===== src/rtl/wss_pkg.sv =====
`timescale 1ns / 1ps
// Package for the wildcard substring search block: sizes, register indexes
// and the configuration struct shared by the register file and the matcher.
// No dependencies.
package wss_pkg;

  // Longest pattern the search supports, in bytes.
  localparam int MAX_PATTERN = 16;
  localparam int LEN_W       = $clog2(MAX_PATTERN + 1);

  // Byte value that matches any data byte at pattern positions after the first.
  localparam logic [7:0] WILDCARD_CHAR = 8'h3F;

  // Configuration port sizing: three 64-bit registers at 8-byte spacing.
  localparam int APB_DATA_W = 64;
  localparam int APB_ADDR_W = 5;
  localparam int REG_IDX_W  = 2;

  localparam logic [REG_IDX_W-1:0] REG_PATTERN_LOW    = 2'd0;
  localparam logic [REG_IDX_W-1:0] REG_PATTERN_HIGH   = 2'd1;
  localparam logic [REG_IDX_W-1:0] REG_PATTERN_LENGTH = 2'd2;

  localparam logic [LEN_W-1:0] PATTERN_LENGTH_RESET = LEN_W'(1);

  typedef logic [MAX_PATTERN-1:0][7:0] pattern_t;

  // Decoded search configuration handed to the matcher.
  typedef struct packed {
    pattern_t               pattern;
    logic [MAX_PATTERN-1:0] active;     // positions below the effective length
    logic [MAX_PATTERN-1:0] final_pos;  // one-hot: last position of the pattern
  } cfg_t;

endpackage


===== src/rtl/wss_if.sv =====
`timescale 1ns / 1ps
// Stream channel interfaces for the wildcard substring search block:
// the byte input channel and the result channel. No dependencies.
interface wss_in_if;
  logic       valid;
  logic       ready;
  logic [7:0] data_byte;
  logic       last_byte;

  modport source (output valid, data_byte, last_byte, input ready);
  modport sink   (input valid, data_byte, last_byte, output ready);
endinterface

interface wss_out_if;
  logic valid;
  logic ready;
  logic match_found;
  logic buffer_done;

  modport source (output valid, match_found, buffer_done, input ready);
  modport sink   (input valid, match_found, buffer_done, output ready);
endinterface


===== src/rtl/wss_cfg_regs.sv =====
`timescale 1ns / 1ps
// APB-style configuration registers for the wildcard substring search and
// the decode of the pattern length into position masks. Uses wss_pkg.
module wss_cfg_regs (
  input  logic                           clk,
  input  logic                           rst,
  input  logic                           psel,
  input  logic                           penable,
  input  logic                           pwrite,
  input  logic [wss_pkg::APB_ADDR_W-1:0] paddr,
  input  logic [wss_pkg::APB_DATA_W-1:0] pwdata,
  output logic [wss_pkg::APB_DATA_W-1:0] prdata,
  output logic                           pready,
  output wss_pkg::cfg_t                  cfg
);
  import wss_pkg::*;

  logic [63:0]          pattern_low;
  logic [63:0]          pattern_high;
  logic [LEN_W-1:0]     pattern_length;
  logic [REG_IDX_W-1:0] reg_idx;
  logic                 wr_en;
  logic [LEN_W-1:0]     len_eff;

  assign pready  = 1'b1;
  assign reg_idx = paddr[APB_ADDR_W-1:APB_ADDR_W-REG_IDX_W];
  assign wr_en   = psel && penable && pwrite && pready;

  // Register writes complete in the access phase.
  always_ff @(posedge clk) begin
    if (rst) begin
      pattern_low    <= '0;
      pattern_high   <= '0;
      pattern_length <= PATTERN_LENGTH_RESET;
    end else if (wr_en) begin
      case (reg_idx)
        REG_PATTERN_LOW:    pattern_low    <= pwdata;
        REG_PATTERN_HIGH:   pattern_high   <= pwdata;
        REG_PATTERN_LENGTH: pattern_length <= pwdata[LEN_W-1:0];
        default: ;
      endcase
    end
  end

  // Read data follows the address.
  always_comb begin
    case (reg_idx)
      REG_PATTERN_LOW:    prdata = pattern_low;
      REG_PATTERN_HIGH:   prdata = pattern_high;
      REG_PATTERN_LENGTH: prdata = APB_DATA_W'(pattern_length);
      default:            prdata = '0;
    endcase
  end

  // A length of zero behaves as one; anything above the maximum is clamped.
  always_comb begin
    if (pattern_length == '0) begin
      len_eff = LEN_W'(1);
    end else if (pattern_length > LEN_W'(MAX_PATTERN)) begin
      len_eff = LEN_W'(MAX_PATTERN);
    end else begin
      len_eff = pattern_length;
    end
  end

  // Turn the length into a mask of active positions and the final position.
  always_comb begin
    cfg.pattern = {pattern_high, pattern_low};
    for (int i = 0; i < MAX_PATTERN; i++) begin
      cfg.active[i]    = LEN_W'(i) < len_eff;
      cfg.final_pos[i] = LEN_W'(i + 1) == len_eff;
    end
  end

endmodule


===== src/rtl/wss_matcher.sv =====
`timescale 1ns / 1ps
// Prefix match state and per-byte match logic of the wildcard substring
// search: one bit per pattern position plus a sticky found flag. Uses wss_pkg.
module wss_matcher (
  input  logic          clk,
  input  logic          rst,
  input  logic          step,
  input  logic [7:0]    data_byte,
  input  logic          last_byte,
  input  wss_pkg::cfg_t cfg,
  output logic          match_found
);
  import wss_pkg::*;

  logic [MAX_PATTERN-1:0] prefix_hits;
  logic [MAX_PATTERN-1:0] prefix_hits_next;
  logic                   found_flag;
  logic                   found_flag_next;

  // Each position extends the prefix that ended one byte earlier. The first
  // position always compares literally; later ones also accept the wildcard.
  always_comb begin
    prefix_hits_next[0] = data_byte == cfg.pattern[0];
    for (int i = 1; i < MAX_PATTERN; i++) begin
      prefix_hits_next[i] = prefix_hits[i-1] && cfg.active[i] &&
                            ((cfg.pattern[i] == data_byte) ||
                             (cfg.pattern[i] == WILDCARD_CHAR));
    end
  end

  assign found_flag_next = found_flag || (|(prefix_hits_next & cfg.final_pos));
  assign match_found     = found_flag_next;

  // State advances once per byte and clears at the end of each buffer.
  always_ff @(posedge clk) begin
    if (rst) begin
      prefix_hits <= '0;
      found_flag  <= 1'b0;
    end else if (step) begin
      if (last_byte) begin
        prefix_hits <= '0;
        found_flag  <= 1'b0;
      end else begin
        prefix_hits <= prefix_hits_next;
        found_flag  <= found_flag_next;
      end
    end
  end

endmodule


===== src/rtl/wildcard_substring_search.sv =====
`timescale 1ns / 1ps
// Wildcard substring search: reports whether a configured pattern occurs in
// a byte buffer. A byte goes through an input register, then the match logic
// into a result register. Throughput is one byte per cycle while the result
// channel is ready; the input register and the result register each hold an
// item, so one more byte is taken while a result waits to be taken.
// Synchronous reset empties both registers, clears the search state and sets
// the pattern registers to zero with a pattern length of one.
module wildcard_substring_search (
  input  logic                           clk,
  input  logic                           rst,
  input  logic                           psel,
  input  logic                           penable,
  input  logic                           pwrite,
  input  logic [wss_pkg::APB_ADDR_W-1:0] paddr,
  input  logic [wss_pkg::APB_DATA_W-1:0] pwdata,
  output logic [wss_pkg::APB_DATA_W-1:0] prdata,
  output logic                           pready,
  wss_in_if.sink                         byte_ch,
  wss_out_if.source                      result_ch
);
  import wss_pkg::*;

  cfg_t       cfg;
  logic       s1_valid;
  logic [7:0] s1_data;
  logic       s1_last;
  logic       s1_advance;
  logic       match_next;
  logic       out_valid;
  logic       out_match;
  logic       out_done;

  wss_cfg_regs u_cfg_regs (
    .clk     (clk),
    .rst     (rst),
    .psel    (psel),
    .penable (penable),
    .pwrite  (pwrite),
    .paddr   (paddr),
    .pwdata  (pwdata),
    .prdata  (prdata),
    .pready  (pready),
    .cfg     (cfg)
  );

  wss_matcher u_matcher (
    .clk         (clk),
    .rst         (rst),
    .step        (s1_advance),
    .data_byte   (s1_data),
    .last_byte   (s1_last),
    .cfg         (cfg),
    .match_found (match_next)
  );

  // The input register moves on whenever the result register is free or drains.
  assign s1_advance    = s1_valid && (!out_valid || result_ch.ready);
  assign byte_ch.ready = !s1_valid || s1_advance;

  // Input register control.
  always_ff @(posedge clk) begin
    if (rst) begin
      s1_valid <= 1'b0;
    end else if (byte_ch.ready) begin
      s1_valid <= byte_ch.valid;
    end
  end

  // Input register payload.
  always_ff @(posedge clk) begin
    if (byte_ch.valid && byte_ch.ready) begin
      s1_data <= byte_ch.data_byte;
      s1_last <= byte_ch.last_byte;
    end
  end

  // Result register control.
  always_ff @(posedge clk) begin
    if (rst) begin
      out_valid <= 1'b0;
    end else if (s1_advance) begin
      out_valid <= 1'b1;
    end else if (result_ch.ready) begin
      out_valid <= 1'b0;
    end
  end

  // Result register payload.
  always_ff @(posedge clk) begin
    if (s1_advance) begin
      out_match <= match_next;
      out_done  <= s1_last;
    end
  end

  assign result_ch.valid       = out_valid;
  assign result_ch.match_found = out_match;
  assign result_ch.buffer_done = out_done;

`ifndef SYNTH
  // A held input item keeps its payload until it moves on.
  assert property (@(posedge clk) disable iff (rst)
    (s1_valid && !s1_advance) |=> (s1_valid && $stable(s1_data) && $stable(s1_last)))
    else $error("input register changed while it was held");

  // An empty input register always takes a new byte.
  assert property (@(posedge clk) disable iff (rst)
    !s1_valid |-> byte_ch.ready)
    else $error("input not ready while the input register is empty");

  // Every byte that moves on shows up as a result that carries its end flag.
  assert property (@(posedge clk) disable iff (rst)
    s1_advance |=> (result_ch.valid && (result_ch.buffer_done == $past(s1_last))))
    else $error("result does not follow the byte that produced it");
`endif

endmodule

===== src/flat_wrapper.sv =====
// flat-port wrapper written by rule: the top's interface ports become plain ports
module wildcard_substring_search_flat import wss_pkg::*;
  (clk, rst, psel, penable, pwrite, paddr, pwdata, prdata, pready, byte_ch_valid, byte_ch_data_byte, byte_ch_last_byte, byte_ch_ready, result_ch_valid, result_ch_match_found, result_ch_buffer_done, result_ch_ready);
  wss_in_if byte_ch_i ();
  wss_out_if result_ch_i ();
  input  logic clk;
  input  logic rst;
  input  logic psel;
  input  logic penable;
  input  logic pwrite;
  input  logic [wss_pkg::APB_ADDR_W-1:0] paddr;
  input  logic [wss_pkg::APB_DATA_W-1:0] pwdata;
  output logic [wss_pkg::APB_DATA_W-1:0] prdata;
  output logic pready;
  input wire logic [$bits(byte_ch_i.valid)-1:0] byte_ch_valid;
  input wire logic [$bits(byte_ch_i.data_byte)-1:0] byte_ch_data_byte;
  input wire logic [$bits(byte_ch_i.last_byte)-1:0] byte_ch_last_byte;
  output wire logic [$bits(byte_ch_i.ready)-1:0] byte_ch_ready;
  output wire logic [$bits(result_ch_i.valid)-1:0] result_ch_valid;
  output wire logic [$bits(result_ch_i.match_found)-1:0] result_ch_match_found;
  output wire logic [$bits(result_ch_i.buffer_done)-1:0] result_ch_buffer_done;
  input wire logic [$bits(result_ch_i.ready)-1:0] result_ch_ready;
  assign byte_ch_i.valid = byte_ch_valid;
  assign byte_ch_i.data_byte = byte_ch_data_byte;
  assign byte_ch_i.last_byte = byte_ch_last_byte;
  assign byte_ch_ready = byte_ch_i.ready;
  assign result_ch_valid = result_ch_i.valid;
  assign result_ch_match_found = result_ch_i.match_found;
  assign result_ch_buffer_done = result_ch_i.buffer_done;
  assign result_ch_i.ready = result_ch_ready;
  wildcard_substring_search u_core (.clk(clk), .rst(rst), .psel(psel), .penable(penable), .pwrite(pwrite), .paddr(paddr), .pwdata(pwdata), .prdata(prdata), .pready(pready), .byte_ch(byte_ch_i), .result_ch(result_ch_i));
endmodule

===== config.mk =====
export PLATFORM = sky130hd
export DESIGN_NAME = wildcard_substring_search_flat
export DESIGN_NICKNAME = d
export VERILOG_FILES = /design/src/rtl/wss_pkg.sv /design/src/rtl/wss_if.sv /design/src/rtl/wss_cfg_regs.sv /design/src/rtl/wss_matcher.sv /design/src/rtl/wildcard_substring_search.sv /design/src/flat_wrapper.sv
export SDC_FILE = /design/constraint.sdc
export NUM_CORES = 1
export LEC_CHECK = 0
export BUFFER_PORTS_ARGS = -buffer_cell sky130_fd_sc_hd__buf_2
export CAP_MARGIN = 5
export CORE_MARGIN = 3
export CORE_UTILIZATION = 33
export DETAILED_ROUTE_END_ITERATION = 10
export PLACE_DENSITY = 0.52
export SYNTH_ARGS = -nofsm -noshare
export SYNTH_HDL_FRONTEND = slang
export SYNTH_SLANG_ARGS = --single-unit

===== constraint.sdc =====
create_clock -name clk -period 2 [get_ports clk]
set_clock_uncertainty 0.15 [all_clocks]
set_input_delay 0.1 -clock clk [delete_from_list [all_inputs] [get_ports clk]]
set_output_delay 0.1 -clock clk [all_outputs]
set_load 0.02 [all_outputs]

---- Yosys cells after proc, flatten, opt, wreduce, memory -nomap -nowiden ----
Cells that the tools add are included.
word-level totals
  register bits ........................... 162
  bits of input ports ..................... 85
  output and inout bits ................... 69
  word-level logic and storage cells ...... 145
cells by class
  magnitude comparators ................... 16
  equality and inequality tests ........... 49
  mux-type cells .......................... 7
  bitwise logic cells ..................... 1
  reduce and logical (&&, ||, !) cells .... 61
operators by type and width
  cell                  count
  $pmux W64 S3          1
  $eq A8 B8 Y1          16
  $eq A8 B6 Y1 const B  15
  $eq A4 B5 Y1 const A  8
  $lt A4 B5 Y1 const A  8
  $logic_and A1 B1 Y1   34
  $eq A3 B5 Y1 const A  4
  $lt A3 B5 Y1 const A  4
  $logic_or A1 B1 Y1    18
  $and A16 B16 Y16      1
  $reduce_or A16 Y1     1
  $mux W15              1
  $eq A2 B5 Y1 const A  2
  $lt A2 B5 Y1 const A  2
  $mux W5               2
  $reduce_and A2 Y1     3
  $eq A1 B5 Y1 const A  1
  $eq A5 B5 Y1 const A  1
  $gt A5 B5 Y1 const B  1
  $logic_not A5 Y1      1
  $lt A1 B5 Y1 const A  1
  $mux W1               3
  $eq A2 B1 Y1 const B  1
  $eq A2 B2 Y1 const B  1
  other kinds (3)       4

---- Logic depth before layout (Yosys ltp) ----
Gate-level depths: netlist of run 1.
  depth in word-level cells ............... 10
  depth in mapped cells ................... 9
  gate-level depth less buffers ........... 7

---- Modules after synthesis ----
Synthesis of run 1 repeated with hierarchy kept, for this count alone.
second synthesis, totals
  cell total of the unflattened synthesis .. 1084
  area total of the unflattened synthesis .. 9902.0 µm²
by module, submodules not included
  module                     instances  cells each  area each (µm²)
  wss_cfg_regs               1          710         6690.2
  wss_matcher                1          353         2777.7
  wildcard_substring_search  1          21          434.2

---- Worst setup path before layout of run 1 ----
Ideal clock, no wire load.
  path type ............................... register -> register
  from .................................... register u_core.s1_data[1]
  to ...................................... register u_core.out_match (netlist: u_core.result_ch.match_found), data pin
  setup time .............................. 275 ps
  arrival ................................. 1660 ps
  path slack .............................. -85 ps
  stages on the path, launching flop included .. 10
  clock period less this slack ............ 2085 ps
  cells stage by stage .................... edfxtp_1 -> buf_6 -> buf_8 -> xnor2_1 -> nand4_1 -> o21ai_0 -> a221oi_1 -> o311ai_1 -> nor4_1 -> nand3_1
on the way
  longest elaborated chain between the ends .. 6
ends and longest elaborated chain
  what                    line                             source
  start, declared         wildcard_substring_search.sv:26  logic [7:0] s1_data;
  start signal, assigned  wildcard_substring_search.sv:73  s1_data <= byte_ch.data_byte;
  $eq A8 B8 Y1            wss_matcher.sv:26                ((cfg.pattern[i] == data_byte) ||
  $logic_or A1 B1 Y1      wss_matcher.sv:26
  $logic_and A1 B1 Y1     wss_matcher.sv:25                prefix_hits_next[i] = prefix_hits[i-1] && cfg.active[i] &&
  $and A16 B16 Y16 (*)    wss_matcher.sv:31                assign found_flag_next = found_flag || (|(prefix_hits_next & cfg.final_pos));
  $reduce_or A16 Y1 (*)   wss_matcher.sv:31
  $logic_or A1 B1 Y1 (*)  wss_matcher.sv:31
  net u_core.match_next   wildcard_substring_search.sv:29  logic match_next;
  end signal, assigned    wildcard_substring_search.sv:92  out_match <= match_next;
  end, declared           wildcard_substring_search.sv:31  logic out_match;
The timed path passes the listed nets; every way through them passes the cells marked *.
A chain may end at the register's enable or synchronous reset.

---- Worst setup path in the final report of run 1 ----
  from .................................... register u_core.s1_data[4]
  to ...................................... register u_core.u_matcher.found_flag
on the way
  longest elaborated chain between the ends .. 7
ends and longest elaborated chain
  what                    line               source
  $eq A8 B8 Y1            wss_matcher.sv:26
  $logic_or A1 B1 Y1      wss_matcher.sv:26
  $logic_and A1 B1 Y1     wss_matcher.sv:25
  $and A16 B16 Y16 (*)    wss_matcher.sv:31
  $reduce_or A16 Y1 (*)   wss_matcher.sv:31
  $logic_or A1 B1 Y1 (*)  wss_matcher.sv:31
  $mux W1 (*)             wss_matcher.sv:40  if (last_byte) begin
  end signal, assigned    wss_matcher.sv:45  found_flag <= found_flag_next;
  end, declared           wss_matcher.sv:17  logic found_flag;
Mark *: on every way between the ends. The rest lies on a longest branch, timed or not.

==> flow_summary.html, run 1 <==
<table>
<tr><th>Metric</th><th>Value</th></tr>
<tr><th colspan="2">Setup path</th></tr>
<tr><td>Crit path cell chain</td><td>buf_12 &gt; xnor2_1 &gt; nand4_1 &gt; o21ai_2 &gt; nand3_1 &gt; a2111oi_4 &gt; nor4_2 &gt; buf_4 &gt; a31oi_1</td></tr>
<tr><td>Critical path startpoint category</td><td>flop</td></tr>
<tr><td>Worst-case register-to-register setup slack</td><td>-0.16 ns</td></tr>
<tr><td>Critical Path Sink Type</td><td>flop</td></tr>
<tr><td>Worst Path Buf+Inv</td><td>2</td></tr>
<tr><td>Start of the worst register-to-register path</td><td>u_core.s1_data[4]</td></tr>
<tr><td>Critical path data arrival time</td><td>2.38 ns</td></tr>
<tr><td>Critical Path Source</td><td>u_core.s1_data[4]</td></tr>
<tr><td>CP required</td><td>2.22 ns</td></tr>
<tr><td>CP Max Fanout</td><td>10</td></tr>
<tr><td>Worst setup path class</td><td>reg -&gt; reg</td></tr>
<tr><td>Maximum single-stage delay on the critical path</td><td>0.42 ns</td></tr>
<tr><td>Slowest cell on the critical path</td><td>sky130_fd_sc_hd__edfxtp_1</td></tr>
<tr><td>Dominant delay contributor by cell family on the critical path</td><td>compound AO/OA/AOI/OAI gates</td></tr>
<tr><th colspan="2">Timing</th></tr>
<tr><td>Highest attainable clock frequency</td><td>463 MHz</td></tr>
<tr><td>Least setup slack across all paths after layout</td><td>-0.161 ns</td></tr>
<tr><td>Setup TNS</td><td>-0.344 ns</td></tr>
<tr><td>Headroom to the max-slew limit</td><td>0.644</td></tr>
<tr><td>Share of the clock period used by the worst path after layout</td><td>1.08</td></tr>
<tr><td>Final period demand of the worst path</td><td>2.16 ns</td></tr>
<tr><td>Slew at the pin closest to its max-slew limit</td><td>0.532 ns</td></tr>
<tr><td>Count of endpoints failing hold in the final timing report</td><td>0</td></tr>
<tr><td>Number of pins with negative max-slew slack in the final report</td><td>0</td></tr>
<tr><td>Total setup violations reported at the end of the flow</td><td>3</td></tr>
<tr><td>Unrepaired setup endpoints after global routing</td><td>yes</td></tr>
<tr><th colspan="2">Synthesis</th></tr>
<tr><td>Count of different cell masters after synthesis</td><td>48</td></tr>
<tr><td>Number of synthesis warnings</td><td>0</td></tr>
<tr><td>Synth Net Count</td><td>1,208</td></tr>
<tr><td>Area of the mapped netlist</td><td>8760 µm²</td></tr>
<tr><td>Primary flip-flop cell chosen by synthesis mapping</td><td>sky130_fd_sc_hd__dfxtp_1</td></tr>
<tr><td>Gate count of the mapped netlist</td><td>approximately 1.1k</td></tr>
<tr><td>Fraction of the yosys area taken by sequential cells</td><td>0.383</td></tr>
<tr><td>Syn avg cell area</td><td>between 7 and 8 µm²</td></tr>
<tr><td>Ys async rst share</td><td>0</td></tr>
<tr><td>Number of enable-type register cells in the synthesized netlist</td><td>11</td></tr>
<tr><td>Post-synthesis sequential element count</td><td>162</td></tr>
<tr><th colspan="2">Route</th></tr>
<tr><td>Via count</td><td>8,800</td></tr>
<tr><td>Via/cell ratio</td><td>5.02</td></tr>
<tr><td>WL/cell</td><td>17.5 µm</td></tr>
<tr><td>Final wirelength</td><td>30,700 µm</td></tr>
<tr><td>Detail Route Antenna Nets</td><td>0</td></tr>
<tr><td>1st-pass router iterations</td><td>6</td></tr>
<tr><td>Iteration-0 DRC count of the detailed router</td><td>roughly 520</td></tr>
<tr><td>Drt drc</td><td>0</td></tr>
<tr><th colspan="2">Clock network</th></tr>
<tr><td>Worst-skew pair later-pin latency</td><td>0.43 ns</td></tr>
<tr><td>Inserted Clock Buffers</td><td>17</td></tr>
<tr><td>Clock tree from TritonCTS</td><td>done</td></tr>
<tr><td>H-Tree Level Count</td><td>4</td></tr>
<tr><td>Clock sinks</td><td>~160</td></tr>
<tr><td>Root buffer cell</td><td>sky130_fd_sc_hd__clkbuf_16</td></tr>
<tr><td>Clk slew on worst S/H paths</td><td>approximately 0.07 ns</td></tr>
<tr><td>Maximum root-to-sink buffer count</td><td>2</td></tr>
<tr><th colspan="2">Floorplanning</th></tr>
<tr><td>Row cnt</td><td>59</td></tr>
<tr><td>Area of the die</td><td>~29,000 µm²</td></tr>
<tr><td>Placeable core area</td><td>roughly 26,000 µm²</td></tr>
<tr><td>Die X</td><td>169 µm</td></tr>
<tr><td>Num ports</td><td>approximately 150</td></tr>
<tr><td>Die height</td><td>169 µm</td></tr>
<tr><td>Initial Utilization</td><td>0.336</td></tr>
<tr><th colspan="2">Finish</th></tr>
<tr><td>Post-route non-filler standard cell count</td><td>between 1.5k and 2k</td></tr>
<tr><td>Fin nets</td><td>1,491</td></tr>
<tr><td>Fraction of final layout cells sized beyond drive strength 1</td><td>0.246</td></tr>
<tr><td>Layout Area Growth over Synthesis</td><td>38.4%</td></tr>
<tr><td>Total inserted antenna cells</td><td>0</td></tr>
<tr><th colspan="2">GRT</th></tr>
<tr><td>Remaining global-route overflow</td><td>0</td></tr>
<tr><td>First-pass GRT wire length</td><td>48,100 µm</td></tr>
<tr><td>Total track usage</td><td>0.213</td></tr>
<tr><td>Pin count of the biggest net entering global routing</td><td>between 60 and 70</td></tr>
<tr><td>Antenna violations before repair</td><td>0</td></tr>
<tr><td>Via count of the first global-routing pass</td><td>8,554</td></tr>
<tr><th colspan="2">Min path</th></tr>
<tr><td>Worst hold-check path type</td><td>in -&gt; reg</td></tr>
<tr><td>Hold Crit Start</td><td>paddr[4]</td></tr>
<tr><th colspan="2">Power and ir drop</th></tr>
<tr><td>Pwr Density</td><td>620 nW/µm²</td></tr>
<tr><td>Power after layout</td><td>7.52 mW</td></tr>
<tr><td>P_leak</td><td>4.62 nW</td></tr>
<tr><td>Highest ir drop seen on vdd</td><td>0.000470 V</td></tr>
<tr><th colspan="2">Placed design</th></tr>
<tr><td>Post-DP HPWL</td><td>approximately 22,000 µm</td></tr>
<tr><td>Placed cell count</td><td>1,642</td></tr>
<tr><td>Placer Congestion</td><td>0.874</td></tr>
<tr><td>Number of I/O port buffers</td><td>149</td></tr>
<tr><th colspan="2">Outcome</th></tr>
<tr><td>Status</td><td>complete, but fails checks</td></tr>
<tr><td>Violations in the final reports</td><td>setup timing</td></tr>
<tr><th colspan="2">Job</th></tr>
<tr><td>Max_cap viols</td><td>0</td></tr>
</table>
through the flow:
stage,setup slack [ns],utilization,instance area [µm²],hold WS [ns]
2_1_floorplan,-0.0849,-,8760,0.0489
3_3_place_gp,-0.262,0.402,10500,0.158
3_5_place_dp,-0.245,0.402,10500,0.143
4_1_cts,-0.0916,0.458,11900,0.124
5_1_grt,-0.308,0.466,12100,0.166
6_report,-0.161,0.466,12100,0.135
Yosys cell counts, types with 9 or more instances:
master / number / area share
sky130_fd_sc_hd__a21oi_1: 148 / 0.085
sky130_fd_sc_hd__buf_6: 9 / 0.012
sky130_fd_sc_hd__clkbuf_1: 63 / 0.027
sky130_fd_sc_hd__dfxtp_1: 151 / 0.34
sky130_fd_sc_hd__edfxtp_1: 11 / 0.038
sky130_fd_sc_hd__mux2i_1: 68 / 0.078
sky130_fd_sc_hd__nand2_1: 290 / 0.12
sky130_fd_sc_hd__nand3_1: 9 / 0.0051
sky130_fd_sc_hd__nand4_1: 43 / 0.031
sky130_fd_sc_hd__nor2_1: 90 / 0.039
sky130_fd_sc_hd__nor4_1: 15 / 0.011
sky130_fd_sc_hd__o21ai_0: 16 / 0.0091
sky130_fd_sc_hd__or4_1: 10 / 0.0086
sky130_fd_sc_hd__xnor2_1: 112 / 0.11
sky130_fd_sc_hd__xor2_1: 16 / 0.016
cells in the final DEF (no fill, tap or decap), drive strengths merged, types with 2 or more instances in the layout:
cell / count
nand4: 43
dfxtp: 151
bufinv: 2
dlygate4sd3: 77
nor3b: 2
buf: 274
nand2b: 4
nor2b: 3
clkbuf: 21
edfxtp: 11
nand4b: 2
a21oi: 148
or3: 3
a21o: 2
clkinv: 6
nand3b: 3
nor3: 6
xor2: 16
nor4: 15
o21a: 2
nand2: 290
nand3: 9
inv: 5
xnor2: 112
a32oi: 3
o21ai: 17
mux2i: 68
or2: 3
nor2: 90
and2: 3
a31oi: 4
or4: 10
flip-flops by register name (all words and copies together) (netlist names):
| register | flops |
|---|---|
| u_core.u_cfg_regs.pattern_high | 64 |
| u_core.u_cfg_regs.pattern_low | 64 |
| u_core.s1_valid | 1 |
| u_core.result_ch.valid | 1 |
| u_core.s1_last | 1 |
| u_core.result_ch.buffer_done | 1 |
| u_core.u_cfg_regs.pattern_length | 5 |
| u_core.u_matcher.prefix_hits | 15 |
| u_core.result_ch.match_found | 1 |
| u_core.s1_data | 8 |
| u_core.u_matcher.found_flag | 1 |
layer usage:
metal	global-route usage	part of all wire	up-vias
met3	0.0278	0.043	38
li1	-	-	4353
met1	0.291	0.47	4175
met5	0	0	-
met4	0.0568	0.016	0
met2	0.355	0.47	234
area by class of cell:
type	count	area (µm²)
timing repair buffer	351	2620
clock inverter	11	111
sequential	162	3350
multi-input combinational	871	5180
fill	2625	13900
clock buffer	21	440
tap	335	419
inverter	3	11.3
logic make-up (layout without fill, tap and decap cells):
group	after synthesis	in the layout	share of synthesized area
AOI/OAI and AO/OA	186	186	0.114
xor gates and xnor gates	128	128	0.128
buffers and inverters	90	386	0.0555
DFF	162	162	0.383
muxes	69	69	0.0789
other	1	1	0.000428
and+or+nand+nor	487	487	0.241
worst min-delay path: cells and delay by family:
kind	cells	cell delay (ns)
simple gates	2	0.29
buf+inv	1	0.15
mux	1	0.13
power breakdown:
part	switching (mW)	internal, mW	leakage [nW]
sequential	0.0545	3.31	1.33
clock	1.39	1.83	0.266
combinational	0.480	0.466	3.03
total	1.92	5.60	4.62
path summary, 6_finish.rpt:
kind,end,depth (start not counted)
worst max-delay path,u_core.u_matcher.found_flag,9
worst min-delay path,u_core.u_cfg_regs.pattern_length[2],4
worst max register to register,u_core.u_matcher.found_flag,9
worst min register to register,u_core.u_matcher.prefix_hits[3],2
timing repair:
item / in CTS / in global routing
endpoints found under the hold margin: 144 / 0
buffers inserted: 1 / 3
setup endpoints to repair: 7 / 10
cloned: 0 / 0
gates resized for setup: 29 / 33
pin swaps: 7 / 21
hold buffers: 77 / 0
Power figures use the tool's default switching activity.
==> run 2: changes to the inputs <==
SETUP_SLACK_MARGIN = 0.3   (was default)
==> run 2 against run 1 <==
The run still ends with setup timing left; flip-flop and latch count is the same; global-route usage down 0.098 points; setup slack worse by 0.033 ns; first-iteration DRC count up 5.0%; clock-buffer cell count is the same; non-clock buffer count rose by 13; die area did not move; via count up 1.1%; critical endpoint is now u_core.result_ch.match_found.
==> flow_summary.html, run 2 (synthesis gave the netlist of run 1 again) <==
<table>
<tr><th>Metric</th><th>Value</th></tr>
<tr><th colspan="2">Setup path</th></tr>
<tr><td>Critical path data arrival time</td><td>2.22 ns (-0.16 ns)</td></tr>
<tr><td>Worst setup path class</td><td>reg -&gt; reg</td></tr>
<tr><td>Critical path startpoint category</td><td>flop</td></tr>
<tr><td>CP required</td><td>2.02 ns (-0.20 ns)</td></tr>
<tr><td>CP Max Fanout</td><td>7 (-3)</td></tr>
<tr><td>Critical Path Sink Type</td><td>flop</td></tr>
<tr><th colspan="2">Outcome</th></tr>
<tr><td>Status</td><td>complete, but fails checks</td></tr>
<tr><td>Violations in the final reports</td><td>setup timing</td></tr>
<tr><th colspan="2">Timing</th></tr>
<tr><td>Total setup violations reported at the end of the flow</td><td>5 (+2)</td></tr>
<tr><td>Number of pins with negative max-slew slack in the final report</td><td>0 (unchanged)</td></tr>
<tr><td>Final worst hold slack</td><td>0.143 ns (+0.00762 ns)</td></tr>
<tr><td>Final period demand of the worst path</td><td>2.19 ns (+0.0332 ns)</td></tr>
<tr><td>Least setup slack across all paths after layout</td><td>-0.194 ns (-0.0332 ns)</td></tr>
<tr><td>Highest attainable clock frequency</td><td>456 MHz (-1.5%)</td></tr>
<tr><td>Headroom to the max-slew limit</td><td>0.594 (-0.0500)</td></tr>
<tr><td>Unrepaired setup endpoints after global routing</td><td>yes</td></tr>
<tr><td>Slew at the pin closest to its max-slew limit</td><td>0.609 ns (+0.0773 ns)</td></tr>
<tr><td>Count of endpoints failing hold in the final timing report</td><td>0 (unchanged)</td></tr>
<tr><td>Share of the clock period used by the worst path after layout</td><td>1.10 (+0.0166)</td></tr>
<tr><th colspan="2">Clock network</th></tr>
<tr><td>Maximum root-to-sink buffer count</td><td>2 (unchanged)</td></tr>
<tr><td>Clock tree from TritonCTS</td><td>done</td></tr>
<tr><td>Inserted Clock Buffers</td><td>17 (unchanged)</td></tr>
<tr><td>Clock sinks</td><td>162 (unchanged)</td></tr>
<tr><td>Worst-skew pair later-pin latency</td><td>0.43 ns (about the same)</td></tr>
<tr><td>Root buffer cell</td><td>sky130_fd_sc_hd__clkbuf_16</td></tr>
<tr><td>H-Tree Level Count</td><td>4 (unchanged)</td></tr>
<tr><td>Clk slew on worst S/H paths</td><td>0.07 ns (about the same)</td></tr>
<tr><th colspan="2">GRT</th></tr>
<tr><td>Met1 Use GR</td><td>0.298 (+0.00679)</td></tr>
<tr><td>Antenna violations before repair</td><td>0 (unchanged)</td></tr>
<tr><td>Total track usage</td><td>0.212 (-0.000978)</td></tr>
<tr><td>Pin count of the biggest net entering global routing</td><td>65 (unchanged)</td></tr>
<tr><td>Global routing met3 resource utilization</td><td>0.0318 (+0.00397)</td></tr>
<tr><td>GRT busiest layer</td><td>met2</td></tr>
<tr><td>Remaining global-route overflow</td><td>0 (unchanged)</td></tr>
<tr><td>Global-route met2 utilization</td><td>0.337 (-0.0173)</td></tr>
<tr><td>First-pass GRT wire length</td><td>47,800 µm (-0.73%)</td></tr>
<tr><td>Via count of the first global-routing pass</td><td>8,422 (-1.5%)</td></tr>
<tr><th colspan="2">Finish</th></tr>
<tr><td>Fraction of final layout cells sized beyond drive strength 1</td><td>0.283 (+0.0369)</td></tr>
<tr><td>Total inserted antenna cells</td><td>0 (unchanged)</td></tr>
<tr><td>Layout Area Growth over Synthesis</td><td>44.7%</td></tr>
<tr><td>Most common library cell in the layout ignoring fill and taps</td><td>sky130_fd_sc_hd__nand2_1</td></tr>
<tr><td>Leading registers by flop count</td><td>u_core.u_cfg_regs.pattern_high x64, u_core.u_cfg_regs.pattern_low x64, u_core.u_matcher.prefix_hits x15</td></tr>
<tr><td>Area of all placed cells without fillers</td><td>12,700 µm² (+4.5%)</td></tr>
<tr><td>Fin nets</td><td>1,504 (+0.87%)</td></tr>
<tr><td>Commonest cells after routing, fill and taps aside</td><td>sky130_fd_sc_hd__nand2_1, sky130_fd_sc_hd__dfxtp_1, sky130_fd_sc_hd__buf_2</td></tr>
<tr><td>Post-route non-filler standard cell count</td><td>1,767 (+0.74%)</td></tr>
<tr><th colspan="2">Placed design</th></tr>
<tr><td>Standard cell area after detailed placement</td><td>10,500 µm² (about the same)</td></tr>
<tr><td>Placer Congestion</td><td>0.927 (+6.1%)</td></tr>
<tr><td>Number of I/O port buffers</td><td>149 (unchanged)</td></tr>
<tr><td>Post-DP HPWL</td><td>21,200 µm (-2.2%)</td></tr>
<tr><td>Placed cell count</td><td>1,623 (-1.2%)</td></tr>
<tr><th colspan="2">Route</th></tr>
<tr><td>Via count</td><td>8,899 (+1.1%)</td></tr>
<tr><td>1st-pass router iterations</td><td>5 (-1)</td></tr>
<tr><td>Detail Route Antenna Nets</td><td>0 (unchanged)</td></tr>
<tr><td>WL/cell</td><td>17.6 µm (+0.69%)</td></tr>
<tr><td>Iteration-0 DRC count of the detailed router</td><td>548 (+5.0%)</td></tr>
<tr><td>Via/cell ratio</td><td>5.04 (+0.38%)</td></tr>
<tr><td>Final wirelength</td><td>31,100 µm (+1.4%)</td></tr>
<tr><td>Drt drc</td><td>0 (unchanged)</td></tr>
<tr><th colspan="2">Power and ir drop</th></tr>
<tr><td>Highest ir drop seen on vdd</td><td>0.000474 V (+0.81%)</td></tr>
<tr><td>Power after layout</td><td>7.93 mW (+5.4%)</td></tr>
<tr><td>P_leak</td><td>4.90 nW (+6.0%)</td></tr>
<tr><td>Pwr Density</td><td>625 nW/µm² (+0.80%)</td></tr>
<tr><th colspan="2">Floorplanning</th></tr>
<tr><td>Initial Utilization</td><td>0.336 (unchanged)</td></tr>
<tr><td>Area of the die</td><td>28,600 µm² (unchanged)</td></tr>
<tr><td>Die X</td><td>169 µm (unchanged)</td></tr>
<tr><td>Die height</td><td>169 µm (unchanged)</td></tr>
<tr><td>Row cnt</td><td>59 (unchanged)</td></tr>
<tr><td>Placeable core area</td><td>26,100 µm² (unchanged)</td></tr>
<tr><td>Num ports</td><td>154 (unchanged)</td></tr>
<tr><th colspan="2">Job</th></tr>
<tr><td>Max_cap viols</td><td>0 (unchanged)</td></tr>
<tr><th colspan="2">Min path</th></tr>
<tr><td>Worst hold-check path type</td><td>in -&gt; reg</td></tr>
</table>
run 2: changes by cell type in the layout (fill, tap and decap cells not counted), moves of 4 or more:
cell	delta
sky130_fd_sc_hd__xnor2_2	+22
sky130_fd_sc_hd__buf_6	+9
sky130_fd_sc_hd__a21oi_1	-4
sky130_fd_sc_hd__xnor2_1	-22
sky130_fd_sc_hd__clkinv_1	-4
sky130_fd_sc_hd__a21oi_2	+4
sky130_fd_sc_hd__buf_12	+8
run 2: worst paths after layout:
kind | start | to | slack [ns] | depth (start not counted)
setup reg to reg | u_core.s1_data[7] | u_core.result_ch.match_found | -0.19 | 9
hold / removal | penable | u_core.u_cfg_regs.pattern_length[4] | 0.14 | 5
setup / recovery | u_core.s1_data[7] | u_core.result_ch.match_found | -0.19 | 9
hold reg to reg | u_core.u_matcher.prefix_hits[4] | u_core.u_matcher.prefix_hits[4] | 0.32 | 2
run 2: final cells by class:
class	count	area [µm²]
clock buffer	21	472
tap	335	419
sequential	162	3360
fill	2539	13400
inverter	3	11.3
clock inverter	11	149
multi-input combinational	871	5430
timing repair buffer	364	2850
run 2: power breakdown:
part / internal, mW / leakage (nW) / switching [mW]
logic: 0.536 / 3.27 / 0.511
clock network: 2.08 / 0.303 / 1.43
registers: 3.31 / 1.33 / 0.0592
run 2: layer usage:
metal  vias to the layer above  part of all wire
met5                         -                 0
met1                      4209              0.46
met2                       274              0.46
li1                       4373                 -
met4                         0             0.021
met3                        43             0.055
run 2: timing repair:
| action | in CTS | in global routing |
|---|---|---|
| buffers inserted | 18 | 17 |
| pin swaps | 30 | 27 |
| endpoints found under the hold margin | 151 | 0 |
| resized for setup | 55 | 53 |
| hold buffers | 77 | 0 |
| setup endpoints to repair | 18 | 21 |
run 2: critical path: stages (launching register included):
cell and delay [ns]:
sky130_fd_sc_hd__edfxtp_1 0.42, sky130_fd_sc_hd__buf_12 0.17, sky130_fd_sc_hd__buf_4 0.14, sky130_fd_sc_hd__xnor2_2 0.13
sky130_fd_sc_hd__nand4_1 0.12, sky130_fd_sc_hd__nor2_2 0.06, sky130_fd_sc_hd__o221ai_2 0.22, sky130_fd_sc_hd__a211oi_2 0.11
sky130_fd_sc_hd__nor4_2 0.31, sky130_fd_sc_hd__nand3_1 0.10
run 2: metrics by stage:
step           utilization  setup slack, ns  TNS, ns
4_1_cts              0.470           -0.184   -0.465
3_3_place_gp         0.402           -0.192   -0.493
6_report             0.487           -0.194   -0.507
3_5_place_dp         0.402           -0.228   -0.479
5_1_grt              0.487           -0.288    -1.13
2_1_floorplan            -          -0.0849  -0.0849
==> run 3: changes to the inputs <==
RECOVER_POWER = 100   (was default)
==> run 3 against run 2 <==
The flow still finishes with violations (setup timing); register-to-register slack hardly changed; maximum frequency is 0.34% lower; setup slack got worse by 0.0075 ns; total power shrank 0.24%; hold slack better by 0.044 ns; clock-buffer cell count is the same; flip-flop and latch count is the same; core utilization is 0.45 points lower; cell area is 0.92% lower; critical path type unchanged; first-iteration DRC count up 6.0%; sequential power about the same.
==> flow_summary.html, run 3 (synthesis gave the netlist of run 1 again) <==
<table>
<tr><th>Metric</th><th>Value</th></tr>
<tr><th colspan="2">Outcome</th></tr>
<tr><td>Status</td><td>complete, but fails checks</td></tr>
<tr><td>Violations in the final reports</td><td>setup timing</td></tr>
<tr><th colspan="2">Setup path</th></tr>
<tr><td>Critical path startpoint category</td><td>flop</td></tr>
<tr><td>Destination of the worst register-to-register timing path</td><td>u_core.result_ch.match_found</td></tr>
<tr><td>Worst setup path class</td><td>reg -&gt; reg</td></tr>
<tr><td>CP required</td><td>2.02 ns (about the same)</td></tr>
<tr><td>Start of the worst register-to-register path</td><td>u_core.s1_data[7]</td></tr>
<tr><td>Critical path data arrival time</td><td>2.22 ns (about the same)</td></tr>
<tr><td>R2R depth</td><td>9 (unchanged)</td></tr>
<tr><td>Worst-case register-to-register setup slack</td><td>-0.20 ns (about the same)</td></tr>
<tr><td>Critical Path Sink Type</td><td>flop</td></tr>
<tr><td>Critical Path Source</td><td>u_core.s1_data[7]</td></tr>
<tr><td>End point of the critical path</td><td>u_core.result_ch.match_found</td></tr>
<tr><td>CP Max Fanout</td><td>7 (unchanged)</td></tr>
<tr><th colspan="2">GRT</th></tr>
<tr><td>Total track usage</td><td>0.212 (unchanged)</td></tr>
<tr><td>Remaining global-route overflow</td><td>0 (unchanged)</td></tr>
<tr><td>Pin count of the biggest net entering global routing</td><td>65 (unchanged)</td></tr>
<tr><td>Antenna violations before repair</td><td>0 (unchanged)</td></tr>
<tr><td>First-pass GRT wire length</td><td>47,800 µm (unchanged)</td></tr>
<tr><td>Via count of the first global-routing pass</td><td>8,422 (unchanged)</td></tr>
<tr><th colspan="2">Floorplanning</th></tr>
<tr><td>Row cnt</td><td>59 (unchanged)</td></tr>
<tr><td>Die X</td><td>169 µm (unchanged)</td></tr>
<tr><td>Placeable core area</td><td>26,100 µm² (unchanged)</td></tr>
<tr><td>Die height</td><td>169 µm (unchanged)</td></tr>
<tr><td>Area of the die</td><td>28,600 µm² (unchanged)</td></tr>
<tr><td>Num ports</td><td>154 (unchanged)</td></tr>
<tr><td>Initial Utilization</td><td>0.336 (unchanged)</td></tr>
<tr><th colspan="2">Placed design</th></tr>
<tr><td>Number of I/O port buffers</td><td>149 (unchanged)</td></tr>
<tr><td>Placed cell count</td><td>1,623 (unchanged)</td></tr>
<tr><td>Placer Congestion</td><td>0.927 (unchanged)</td></tr>
<tr><td>Post-Place Worst Slack</td><td>-0.228 ns (unchanged)</td></tr>
<tr><td>Post-DP HPWL</td><td>21,200 µm (unchanged)</td></tr>
<tr><th colspan="2">Power and ir drop</th></tr>
<tr><td>Highest ir drop seen on vdd</td><td>0.000470 V (-0.87%)</td></tr>
<tr><td>Pwr Density</td><td>629 nW/µm² (+0.68%)</td></tr>
<tr><td>P_leak</td><td>4.76 nW (-2.9%)</td></tr>
<tr><td>Power after layout</td><td>7.91 mW (-0.24%)</td></tr>
<tr><th colspan="2">Timing</th></tr>
<tr><td>Number of pins with negative max-slew slack in the final report</td><td>0 (unchanged)</td></tr>
<tr><td>Unrepaired setup endpoints after global routing</td><td>yes</td></tr>
<tr><td>Setup TNS</td><td>-0.536 ns (-0.0290 ns)</td></tr>
<tr><td>Count of endpoints failing hold in the final timing report</td><td>0 (unchanged)</td></tr>
<tr><td>Total setup violations reported at the end of the flow</td><td>7 (+2)</td></tr>
<tr><td>Slew at the pin closest to its max-slew limit</td><td>1.06 ns (+0.451 ns)</td></tr>
<tr><td>Headroom to the max-slew limit</td><td>0.294 (-0.300)</td></tr>
<tr><td>Least setup slack across all paths after layout</td><td>-0.202 ns (-0.00749 ns)</td></tr>
<tr><td>Final period demand of the worst path</td><td>2.20 ns (+0.00749 ns)</td></tr>
<tr><td>Highest attainable clock frequency</td><td>454 MHz (-0.34%)</td></tr>
<tr><td>Share of the clock period used by the worst path after layout</td><td>1.10 (+0.00374)</td></tr>
<tr><th colspan="2">Route</th></tr>
<tr><td>Via/cell ratio</td><td>5.04 (+0.15%)</td></tr>
<tr><td>1st-pass router iterations</td><td>5 (unchanged)</td></tr>
<tr><td>Drt drc</td><td>0 (unchanged)</td></tr>
<tr><td>Final wirelength</td><td>31,100 µm (-0.24%)</td></tr>
<tr><td>Via count</td><td>8,912 (+0.15%)</td></tr>
<tr><td>Iteration-0 DRC count of the detailed router</td><td>581 (+6.0%)</td></tr>
<tr><td>WL/cell</td><td>17.6 µm (-0.24%)</td></tr>
<tr><td>Detail Route Antenna Nets</td><td>0 (unchanged)</td></tr>
<tr><th colspan="2">Clock network</th></tr>
<tr><td>Inserted Clock Buffers</td><td>17 (unchanged)</td></tr>
<tr><td>Clock tree from TritonCTS</td><td>done</td></tr>
<tr><td>Root buffer cell</td><td>sky130_fd_sc_hd__clkbuf_16</td></tr>
<tr><td>H-Tree Level Count</td><td>4 (unchanged)</td></tr>
<tr><td>Clk slew on worst S/H paths</td><td>0.07 ns (about the same)</td></tr>
<tr><td>Clock sinks</td><td>162 (unchanged)</td></tr>
<tr><td>Maximum root-to-sink buffer count</td><td>2 (unchanged)</td></tr>
<tr><td>Worst-skew pair later-pin latency</td><td>0.43 ns (about the same)</td></tr>
<tr><th colspan="2">Finish</th></tr>
<tr><td>FF+latch area</td><td>3360 µm² (about the same)</td></tr>
<tr><td>Leading registers by flop count</td><td>u_core.u_cfg_regs.pattern_high x64, u_core.u_cfg_regs.pattern_low x64, u_core.u_matcher.prefix_hits x15</td></tr>
<tr><td>Fin nets</td><td>1,504 (unchanged)</td></tr>
<tr><td>Total inserted antenna cells</td><td>0 (unchanged)</td></tr>
<tr><td>Post-route non-filler standard cell count</td><td>1,767 (unchanged)</td></tr>
<tr><td>Most common library cell in the layout ignoring fill and taps</td><td>sky130_fd_sc_hd__nand2_1</td></tr>
<tr><td>Number of fillers in the final layout</td><td>2,560 (+0.83%)</td></tr>
<tr><td>Layout Area Growth over Synthesis</td><td>43.4%</td></tr>
<tr><td>Commonest cells after routing, fill and taps aside</td><td>sky130_fd_sc_hd__nand2_1, sky130_fd_sc_hd__dfxtp_1, sky130_fd_sc_hd__a21oi_1</td></tr>
<tr><td>Area occupied by multi-input gates</td><td>5390 µm² (-0.62%)</td></tr>
<tr><td>Fraction of final layout cells sized beyond drive strength 1</td><td>0.258 (-0.0244)</td></tr>
<tr><th colspan="2">Min path</th></tr>
<tr><td>Worst hold-check path type</td><td>in -&gt; reg</td></tr>
<tr><th colspan="2">Job</th></tr>
<tr><td>Max_cap viols</td><td>0 (unchanged)</td></tr>
</table>
-- run 3: cell types whose count changed in the layout (fill, tap and decap cells not counted), sizes merged --
cell,change
buf,-49
clkbuf,+49
-- run 3: how the worst min path moves through the flow --
stage                               startpoint                                   to  slack (ns)  cells past startpoint
final                                  penable  u_core.u_cfg_regs.pattern_length[4]        0.19                      5
after global routing                  paddr[4]  u_core.u_cfg_regs.pattern_length[4]        0.21                      4
after CTS                              penable  u_core.u_cfg_regs.pattern_length[4]        0.13                      5
after detailed placement     byte_ch_last_byte                       u_core.s1_last        0.14                      1
after global placement    byte_ch_data_byte[2]                    u_core.s1_data[2]        0.15                      1
after floorplan           byte_ch_data_byte[0]                    u_core.s1_data[0]        0.05                      0
-- run 3: report_power, final --
part / internal [mW] / total [mW] / switching [mW]
Combinational: 0.522 / 1.03 / 0.508
Sequential: 3.31 / 3.37 / 0.0592
Clock: 2.08 / 3.51 / 1.42
-- run 3: per-stage QoR --
step / utilization / hold WS (ns) / instance area (µm²)
2_1_floorplan: - / 0.0489 / 8820
3_3_place_gp: 0.402 / 0.152 / 10500
3_5_place_dp: 0.402 / 0.140 / 10500
4_1_cts: 0.470 / 0.127 / 12300
5_1_grt: 0.482 / 0.209 / 12600
6_report: 0.482 / 0.187 / 12600
-- run 3: critical path, stage by stage (launching register included) --
cell and delay (ns):
sky130_fd_sc_hd__edfxtp_1 0.42, sky130_fd_sc_hd__buf_12 0.17, sky130_fd_sc_hd__buf_4 0.14, sky130_fd_sc_hd__xnor2_2 0.13, sky130_fd_sc_hd__nand4_1 0.11, sky130_fd_sc_hd__nor2_2 0.06
sky130_fd_sc_hd__o221ai_2 0.22, sky130_fd_sc_hd__a211oi_2 0.11, sky130_fd_sc_hd__nor4_2 0.31, sky130_fd_sc_hd__nand3_1 0.10
-- run 3: layer usage --
metal | track usage | share of wire | vias up
met5 | 0 | 0 | -
met3 | 0.0318 | 0.055 | 42
met1 | 0.298 | 0.46 | 4221
met4 | 0.0625 | 0.020 | 0
met2 | 0.337 | 0.46 | 279
li1 | - | - | 4370
-- run 3: final cells by class --
class                      instances  area share
clock buffer                      21      0.0375
multi-input combinational        871       0.429
tap                              335      0.0334
sequential                       162       0.267
inverter                           3    0.000896
clock inverter                    11      0.0118
timing repair buffer             364       0.220
-- run 3: timing repair --
| item | CTS | global route |
|---|---|---|
| endpoints found under the setup margin | 18 | 21 |
| hold buffers | 77 | 0 |
| gates resized for setup | 55 | 53 |
| pin swaps | 30 | 27 |
| buffers inserted | 18 | 17 |
| endpoints found under the hold margin | 151 | 0 |
